### src/hdl/truehd_access_unit_framer_top_assert.svh
// Assertion macros of the access unit framer, used by thd_auf_core.
// Needs nothing else; each macro expands to one concurrent assertion.
`ifndef TRUEHD_ACCESS_UNIT_FRAMER_TOP_ASSERT_SVH
`define TRUEHD_ACCESS_UNIT_FRAMER_TOP_ASSERT_SVH

// Consequent must hold in the same cycle as the antecedent.
`define THD_AUF_ASSERT_IMPLIES(lbl, clk, rstn, ante, cons) \
  lbl: assert property (@(posedge clk) disable iff (!rstn) (ante) |-> (cons)) \
    else $error("framer assertion failed");

// Consequent must hold in the cycle after the antecedent.
`define THD_AUF_ASSERT_NEXT(lbl, clk, rstn, ante, cons) \
  lbl: assert property (@(posedge clk) disable iff (!rstn) (ante) |=> (cons)) \
    else $error("framer assertion failed");

`endif

### src/hdl/thd_auf_pkg.sv
// Types and constants of the access unit framer.
// Used by every module of the block; depends on nothing.
package thd_auf_pkg;

  localparam int unsigned WinDepth = 8;
  localparam int unsigned FillW    = 3;
  localparam int unsigned RemW     = 13;
  localparam int unsigned AddrW    = 3;

  localparam logic [31:0] SYNC_MASK     = 32'hFFFF_FFFE;
  localparam logic [31:0] SYNC_WORD     = 32'hF872_6FBA;
  localparam logic [3:0]  BAD_RUN_RESET = 4'd4;
  localparam logic [3:0]  BAD_RUN_MAX   = 4'd15;
  localparam logic [RemW-1:0] MIN_UNIT  = 13'd8;

  // Register index as seen on the configuration port (word address).
  localparam logic REG_MAX_BAD_RUN = 1'b0;

  typedef enum logic [1:0] {
    OP_BYTE   = 2'd0,
    OP_REPORT = 2'd1,
    OP_RESET  = 2'd2
  } opcode_e;

  typedef struct packed {
    logic [1:0] opcode;
    logic [7:0] in_byte;
    logic       decode_failed;
  } item_t;

  typedef struct packed {
    logic [7:0]  out_byte;
    logic        unit_first;
    logic        unit_last;
    logic [31:0] resync_count;
  } result_t;

endpackage

### src/hdl/thd_auf_regs.sv
// Configuration register file of the access unit framer (APB-style port).
// Depends on thd_auf_pkg.
module thd_auf_regs (
  input  logic                        clk_i,
  input  logic                        rst_ni,
  input  logic                        psel,
  input  logic                        penable,
  input  logic                        pwrite,
  input  logic [thd_auf_pkg::AddrW-1:0] paddr,
  input  logic [31:0]                 pwdata,
  output logic [31:0]                 prdata,
  output logic                        pready,
  output logic [3:0]                  max_bad_run_o
);
  import thd_auf_pkg::*;

  logic [3:0] max_bad_run_q;
  logic       wr_en;
  logic       sel_max;

  assign pready  = 1'b1;
  assign sel_max = (paddr[AddrW-1] == REG_MAX_BAD_RUN);
  assign wr_en   = psel && penable && pwrite && pready && sel_max;

  always_ff @(posedge clk_i or negedge rst_ni) begin
    if (!rst_ni) begin
      max_bad_run_q <= BAD_RUN_RESET;
    end else if (wr_en) begin
      max_bad_run_q <= pwdata[3:0];
    end
  end

  assign prdata        = sel_max ? {28'd0, max_bad_run_q} : 32'd0;
  assign max_bad_run_o = max_bad_run_q;

endmodule

### src/hdl/thd_auf_core.sv
// Framing state and single-cycle step logic: byte window, lock, unit length.
// Depends on thd_auf_pkg and the assertion macro header.
module thd_auf_core (
  input  logic                 clk_i,
  input  logic                 rst_ni,
  input  logic                 step_i,
  input  thd_auf_pkg::item_t   item_i,
  input  logic [3:0]           max_bad_run_i,
  output logic                 res_valid_o,
  output thd_auf_pkg::result_t res_o
);
  import thd_auf_pkg::*;

  `include "truehd_access_unit_framer_top_assert.svh"

  logic [7:0]       win_q [WinDepth];
  logic [7:0]       win_d [WinDepth];
  logic [7:0]       win_new [WinDepth];
  logic [FillW-1:0] fill_q, fill_d;
  logic             locked_q, locked_d;
  logic [RemW-1:0]  rem_q, rem_d;
  logic [3:0]       bad_q, bad_d;
  logic [31:0]      skip_q, skip_d;

  logic             full;
  logic             lock_kept;
  logic             sync_hit;
  logic [31:0]      sync_field;
  logic [RemW-1:0]  unit_len;
  logic [RemW-1:0]  rem_dec;

  // Window with the incoming byte dropped in at the fill position.
  always_comb begin
    for (int i = 0; i < WinDepth; i++) begin
      win_new[i] = (fill_q == FillW'(i)) ? item_i.in_byte : win_q[i];
    end
  end

  assign full       = (fill_q == FillW'(WinDepth - 1));
  assign sync_field = {win_new[4], win_new[5], win_new[6], win_new[7]};
  assign sync_hit   = ((sync_field & SYNC_MASK) == SYNC_WORD);
  assign unit_len   = {win_new[0][3:0], win_new[1], 1'b0};
  assign rem_dec    = rem_q - 13'd1;
  assign lock_kept  = locked_q && (bad_q < max_bad_run_i);

  always_comb begin
    win_d       = win_q;
    fill_d      = fill_q;
    locked_d    = locked_q;
    rem_d       = rem_q;
    bad_d       = bad_q;
    skip_d      = skip_q;
    res_valid_o = 1'b0;
    res_o.out_byte     = win_new[0];
    res_o.unit_first   = 1'b0;
    res_o.unit_last    = 1'b0;
    res_o.resync_count = skip_q;

    if (step_i) begin
      unique case (item_i.opcode)
        OP_REPORT: begin
          if (item_i.decode_failed) begin
            if (bad_q != BAD_RUN_MAX) bad_d = bad_q + 4'd1;
          end else begin
            bad_d = 4'd0;
          end
        end
        OP_RESET: begin
          fill_d   = '0;
          locked_d = 1'b0;
          rem_d    = '0;
        end
        OP_BYTE: begin
          if (!full) begin
            win_d  = win_new;
            fill_d = fill_q + FillW'(1);
          end else begin
            // Every full-window step retires the oldest byte, one way or another.
            for (int i = 0; i < WinDepth - 1; i++) begin
              win_d[i] = win_new[i+1];
            end
            win_d[WinDepth-1] = win_new[WinDepth-1];

            if (rem_q != '0) begin
              rem_d           = rem_dec;
              res_valid_o     = 1'b1;
              res_o.unit_last = (rem_dec == '0);
            end else begin
              if (locked_q && !lock_kept) bad_d = 4'd0;
              if (!lock_kept && !sync_hit) begin
                locked_d = 1'b0;
                skip_d   = skip_q + 32'd1;
              end else if (unit_len < MIN_UNIT) begin
                locked_d = 1'b0;
                skip_d   = skip_q + 32'd1;
              end else begin
                locked_d         = 1'b1;
                rem_d            = unit_len - 13'd1;
                res_valid_o      = 1'b1;
                res_o.unit_first = 1'b1;
              end
            end
          end
        end
        default: begin
        end
      endcase
    end
  end

  always_ff @(posedge clk_i) begin
    win_q <= win_d;
  end

  always_ff @(posedge clk_i or negedge rst_ni) begin
    if (!rst_ni) begin
      fill_q   <= '0;
      locked_q <= 1'b0;
      rem_q    <= '0;
      bad_q    <= '0;
      skip_q   <= '0;
    end else begin
      fill_q   <= fill_d;
      locked_q <= locked_d;
      rem_q    <= rem_d;
      bad_q    <= bad_d;
      skip_q   <= skip_d;
    end
  end

  `THD_AUF_ASSERT_IMPLIES(a_rem_needs_lock, clk_i, rst_ni, rem_q != '0, locked_q)
  `THD_AUF_ASSERT_IMPLIES(a_rem_needs_full, clk_i, rst_ni, rem_q != '0, full)
  `THD_AUF_ASSERT_NEXT(a_first_opens_unit, clk_i, rst_ni,
                       res_valid_o && res_o.unit_first, rem_q >= 13'd7)

endmodule

### src/hdl/thd_auf_outreg.sv
// Result register of the access unit framer, with the downstream handshake.
// Depends on thd_auf_pkg.
module thd_auf_outreg (
  input  logic                 clk_i,
  input  logic                 rst_ni,
  input  logic                 res_valid_i,
  input  thd_auf_pkg::result_t res_i,
  output logic                 free_o,
  output logic                 out_valid_o,
  input  logic                 out_stall_i,
  output thd_auf_pkg::result_t res_o
);
  import thd_auf_pkg::*;

  logic    valid_q;
  result_t res_q;

  // The register may be reloaded when empty or when its word leaves now.
  assign free_o = !valid_q || !out_stall_i;

  always_ff @(posedge clk_i or negedge rst_ni) begin
    if (!rst_ni) begin
      valid_q <= 1'b0;
    end else if (free_o) begin
      valid_q <= res_valid_i;
    end
  end

  always_ff @(posedge clk_i) begin
    if (free_o && res_valid_i) begin
      res_q <= res_i;
    end
  end

  assign out_valid_o = valid_q;
  assign res_o       = res_q;

endmodule

### src/hdl/truehd_access_unit_framer_top.sv
// Access unit framer: takes one word per cycle (stream byte, decoder report or
// framing reset) and emits the bytes of each framed unit with first/last flags.
// A word is registered on acceptance and stepped through the framing logic once
// the result register is free, and any result it causes lands in the result
// register at the end of that step's cycle. A result thus passes the input
// register and then the result register before it is presented. One word is
// accepted every cycle unless the result register is full and stalled. A byte
// leaves the window, emitted or skipped, when the seventh stream byte after it
// arrives, since the window holds eight bytes.
// Depends on thd_auf_pkg, thd_auf_regs, thd_auf_core and thd_auf_outreg.
module truehd_access_unit_framer_top (
  input  logic                          clk_i,
  input  logic                          rst_ni,
  input  logic                          in_valid_i,
  output logic                          in_stall_o,
  input  logic [1:0]                    opcode_i,
  input  logic [7:0]                    in_byte_i,
  input  logic                          decode_failed_i,
  output logic                          out_valid_o,
  input  logic                          out_stall_i,
  output logic [7:0]                    out_byte_o,
  output logic                          unit_first_o,
  output logic                          unit_last_o,
  output logic [31:0]                   resync_count_o,
  input  logic                          psel,
  input  logic                          penable,
  input  logic                          pwrite,
  input  logic [thd_auf_pkg::AddrW-1:0] paddr,
  input  logic [31:0]                   pwdata,
  output logic [31:0]                   prdata,
  output logic                          pready
);
  import thd_auf_pkg::*;

  logic       in_valid_q;
  item_t      in_item_q;
  logic       out_free;
  logic       step;
  logic       res_valid;
  result_t    res;
  result_t    out_res;
  logic [3:0] max_bad_run;

  assign in_stall_o = in_valid_q && !out_free;
  assign step       = in_valid_q && out_free;

  always_ff @(posedge clk_i or negedge rst_ni) begin
    if (!rst_ni) begin
      in_valid_q <= 1'b0;
    end else if (!in_stall_o) begin
      in_valid_q <= in_valid_i;
    end
  end

  always_ff @(posedge clk_i) begin
    if (in_valid_i && !in_stall_o) begin
      in_item_q.opcode        <= opcode_i;
      in_item_q.in_byte       <= in_byte_i;
      in_item_q.decode_failed <= decode_failed_i;
    end
  end

  thd_auf_regs u_regs (
    .clk_i         (clk_i),
    .rst_ni        (rst_ni),
    .psel          (psel),
    .penable       (penable),
    .pwrite        (pwrite),
    .paddr         (paddr),
    .pwdata        (pwdata),
    .prdata        (prdata),
    .pready        (pready),
    .max_bad_run_o (max_bad_run)
  );

  thd_auf_core u_core (
    .clk_i         (clk_i),
    .rst_ni        (rst_ni),
    .step_i        (step),
    .item_i        (in_item_q),
    .max_bad_run_i (max_bad_run),
    .res_valid_o   (res_valid),
    .res_o         (res)
  );

  thd_auf_outreg u_outreg (
    .clk_i       (clk_i),
    .rst_ni      (rst_ni),
    .res_valid_i (res_valid),
    .res_i       (res),
    .free_o      (out_free),
    .out_valid_o (out_valid_o),
    .out_stall_i (out_stall_i),
    .res_o       (out_res)
  );

  assign out_byte_o     = out_res.out_byte;
  assign unit_first_o   = out_res.unit_first;
  assign unit_last_o    = out_res.unit_last;
  assign resync_count_o = out_res.resync_count;

endmodule
### config.mk
export PLATFORM = sky130hd
export DESIGN_NAME = truehd_access_unit_framer_top
export DESIGN_NICKNAME = d
export VERILOG_FILES = /design/src/hdl/thd_auf_pkg.sv /design/src/hdl/thd_auf_regs.sv /design/src/hdl/thd_auf_core.sv /design/src/hdl/thd_auf_outreg.sv /design/src/hdl/truehd_access_unit_framer_top.sv
export VERILOG_INCLUDE_DIRS = /design/src /design/src/hdl
export SDC_FILE = /design/constraint.sdc
export NUM_CORES = 1
export LEC_CHECK = 0
export BUFFER_PORTS_ARGS = -buffer_cell sky130_fd_sc_hd__buf_4
export CAP_MARGIN = 10
export CORE_MARGIN = 4
export CORE_UTILIZATION = 52
export DETAILED_ROUTE_END_ITERATION = 10
export PLACE_DENSITY_LB_ADDON = 0.05
export SLEW_MARGIN = 20
export SYNTH_ARGS = -nofsm -noshare
export SYNTH_HDL_FRONTEND = slang
export SYNTH_SLANG_ARGS = --single-unit
### constraint.sdc
create_clock -name clk_i -period 4.6 [get_ports clk_i]
set_clock_uncertainty 0.05 [all_clocks]
set_input_delay 0.46 -clock clk_i [delete_from_list [all_inputs] [get_ports clk_i]]
set_output_delay 0.46 -clock clk_i [all_outputs]
set_load 0.03 [all_outputs]
==> out/qor.yml <==
synth:
  yosysTopAreaCell: "edfxtp_1"
  ys_ff_latch: 175
  ys_warn_count: 0
  synth_area_leaders: "edfxtp_1 38%, dfrtp_1 16%, nor3_1 3.7%"
  syn_inst: 839
  synth_cell_types: 61
  yosysTopAreaCellShare_pct: 38.5
  syn_area_um2: 9060
  syn_avg_cell_area_um2: 10.8
  yosysSeqAreaShare_pct: 54.8
  synth_ff_type: "edfxtp_1"
  synth_edf_count: 116
  async_flop_share_pct: 33.7
layout:
  post_route_cells_drive_above_1_share_pct: 17.1
  final_cell_mix: "116 x edfxtp_1, 84 x buf_4, 83 x nor2_1"
  fin_cells: 1121
  antenna_cells: 0
  final_common_cell: "edfxtp_1"
  fin_area_um2: 10200
  nets: 955
  syn2layout_area_growth_pct: 12.9
worst_setup_path:
  crit_type: "reg2reg"
  cp-start-kind: "flip-flop"
  cp_max_fo: 12
  critPathCaptureType: "flip-flop"
  cp_data_required_time_ps: 4910
  arrival_ps: 4180
status:
  status: "finished clean"
global_routing:
  grt_max_degree: 73
  use_met2_pct: 34.0
  antenna_found_initial: 0
  use_met3_pct: 4.19
  grt_use_total_pct: 21.5
  grt-ovfl-total: 0
  top_usage_layer: "met2"
  grt_pass1_wl_um: 33800
  first_global_vias: 6389
  use_met1_pct: 30.1
routing:
  dr.pass1.iters: 6
  drc: 0
  wl_per_cell_um: 18.5
  vias_per_cell: 5.84
  wirelength_um: 20800
  ant_nets: 0
  num_vias: 6550
  drt_first_iter_violations: 397
clocking:
  clk_pin_slew_worst_paths_ps: 70
  postCtsSetupRepairBufs: 0
  clk_latency_ps: 440
  clockRootBuffer: "clkbuf_16"
  tritoncts: "done"
  cts_inserted_buffers: 17
  cts.htree.levels: 4
  cts.sinks: 175
  cts_resized: 0
  clk_path_buf_depth: 2
  cts_hold_buf: 0
placement:
  place_inst: 1089
  dpl_worst_slack_ps: 794
  hpwlAfterDp_um: 14000
  placed_area_um2: 9660
  io_buffers: 70
  gp_congestion: 0.840
pwr:
  swShare_pct: 27.7
  p_int_w: 0.00273
  leakage_nw: 4.22
  p_comb_share_pct: 14.8
  power_frac_clock_pct: 36.7
  cellPowerDensity_nw_per_um2: 370
  p_sw_w: 0.00105
  ir_drop_mv: 0.290
  p_seq_share_pct: 48.5
floorplan:
  rows: 47
  ios: 130
  core_um2: 16800
  initial_utilization_pct: 53.8
  die_h_um: 140
  dieWidth_um: 140
  die_area_um2: 19600
timing:
  slew_headroom_pct: 34.8
  fmax_ghz: 0.259
  tns_ps: 0
  rsz0062_at_grt: "false"
  fin_ws_ps: 736
  worst_pin_slew_ps: 978
  drv_slew: 0
  fin_crit_sh_pct: 84.0
  finalHoldViolCount: 0
  fin_crit_ps: 3860
  finalSetupViolCount: 0
job:
  cap_violations: 0
worst_hold_path:
  min_path_type: "in2async"
final timing paths:
check	start	endpoint	slack (ps)	depth (start not counted)
setup / recovery	u_core.rem_q[0]	u_core.rem_q[0]	740	8
hold / removal	rst_ni	u_regs.max_bad_run_o[0]	50	1
setup reg to reg	u_core.rem_q[0]	u_core.rem_q[0]	740	8
hold reg to reg	u_core.skip_q[16]	u_core.skip_q[16]	430	1
max in group asynchronous	rst_ni	u_core.skip_q[26]	3900	1
min in group clk_i	opcode_i[1]	in_item_q[10]	150	1
kinds of logic after synthesis:
| family | count (synthesis) | synth area share (%) |
|---|---|---|
| and+or+nand+nor | 312 | 17.6 |
| DFF | 175 | 54.8 |
| AOI/OAI and AO/OA | 138 | 9.75 |
| buffers and inverters | 101 | 5.43 |
| muxes | 53 | 6.18 |
| xor gates and xnor gates | 44 | 4.26 |
| adders and majority gates | 14 | 1.93 |
| other | 2 | 0.0829 |
final cells by class:
| class | count | area, um^2 |
|---|---|---|
| clock buffer | 18 | 429 |
| clock inverter | 14 | 133 |
| fill | 1426 | 6600 |
| inverter | 20 | 75.1 |
| multi-input combinational | 590 | 3720 |
| sequential | 175 | 4960 |
| tap | 220 | 275 |
| timing repair buffer | 84 | 631 |
state kept, by name (all words and copies together), names as in the netlist, 3 cells and up:
| register | flops |
|---|---|
| in_item_q | 11 |
| u_core.bad_q | 4 |
| u_core.fill_q | 3 |
| u_core.rem_q | 13 |
| u_core.skip_q | 32 |
| u_core.win_q | 63 |
| u_outreg.res_o | 42 |
| u_regs.max_bad_run_o | 4 |
Yosys cell counts, drive strengths merged (5+ instances only):
| cell type | n |
|---|---|
| edfxtp | 116 |
| o21a | 7 |
| nor3 | 68 |
| o22ai | 5 |
| nand3 | 19 |
| clkbuf | 44 |
| a21oi | 28 |
| inv | 20 |
| buf | 37 |
| o311ai | 5 |
| or2 | 6 |
| nand2 | 41 |
| xor2 | 36 |
| dfrtp | 58 |
| nor2b | 6 |
| mux2i | 30 |
| o21ai | 45 |
| and2 | 12 |
| nand4 | 16 |
| and3 | 17 |
| o31ai | 5 |
| a211oi | 19 |
| xnor2 | 8 |
| ha | 14 |
| nor4 | 12 |
| mux2 | 23 |
| or3 | 8 |
| nor2 | 84 |
stage by stage:
step	hold slack (ps)	utilization, %	total power, W
2_1_floorplan	114	-	0.00228
4_1_cts	76.3	60.8	0.00380
3_5_place_dp	422	57.4	0.00242
3_3_place_gp	403	57.4	0.00240
5_1_grt	126	60.8	0.00395
6_report	50.4	60.8	0.00378
power groups by stage:
stage	clock network (W)	logic (W)	registers, W
global route	0.00148	0.000621	0.00184
finish	0.00139	0.000558	0.00183
global placement	0	0.000541	0.00186
CTS	0.00141	0.000557	0.00183
floorplan	0	0.000443	0.00183
detailed placement	0	0.000554	0.00187
metal layers:
metal / part of all wire (%) / vias to the layer above / wire [um]
met5: 0 / - / 0
met4: 2.1 / 0 / 427
met3: 5.2 / 34 / 1090
met2: 46 / 203 / 9660
met1: 46 / 3185 / 9600
li1: - / 3128 / -
critical path: stages, from the launching register on:
cell	delay, ps
dfrtp_1	420
inv_1	70
ha_1	220
or3b_4	430
or4_1	690
or3_1	600
a311oi_2	840
or2_2	280
a32o_1	180
(Power assumes the default switching activity.)
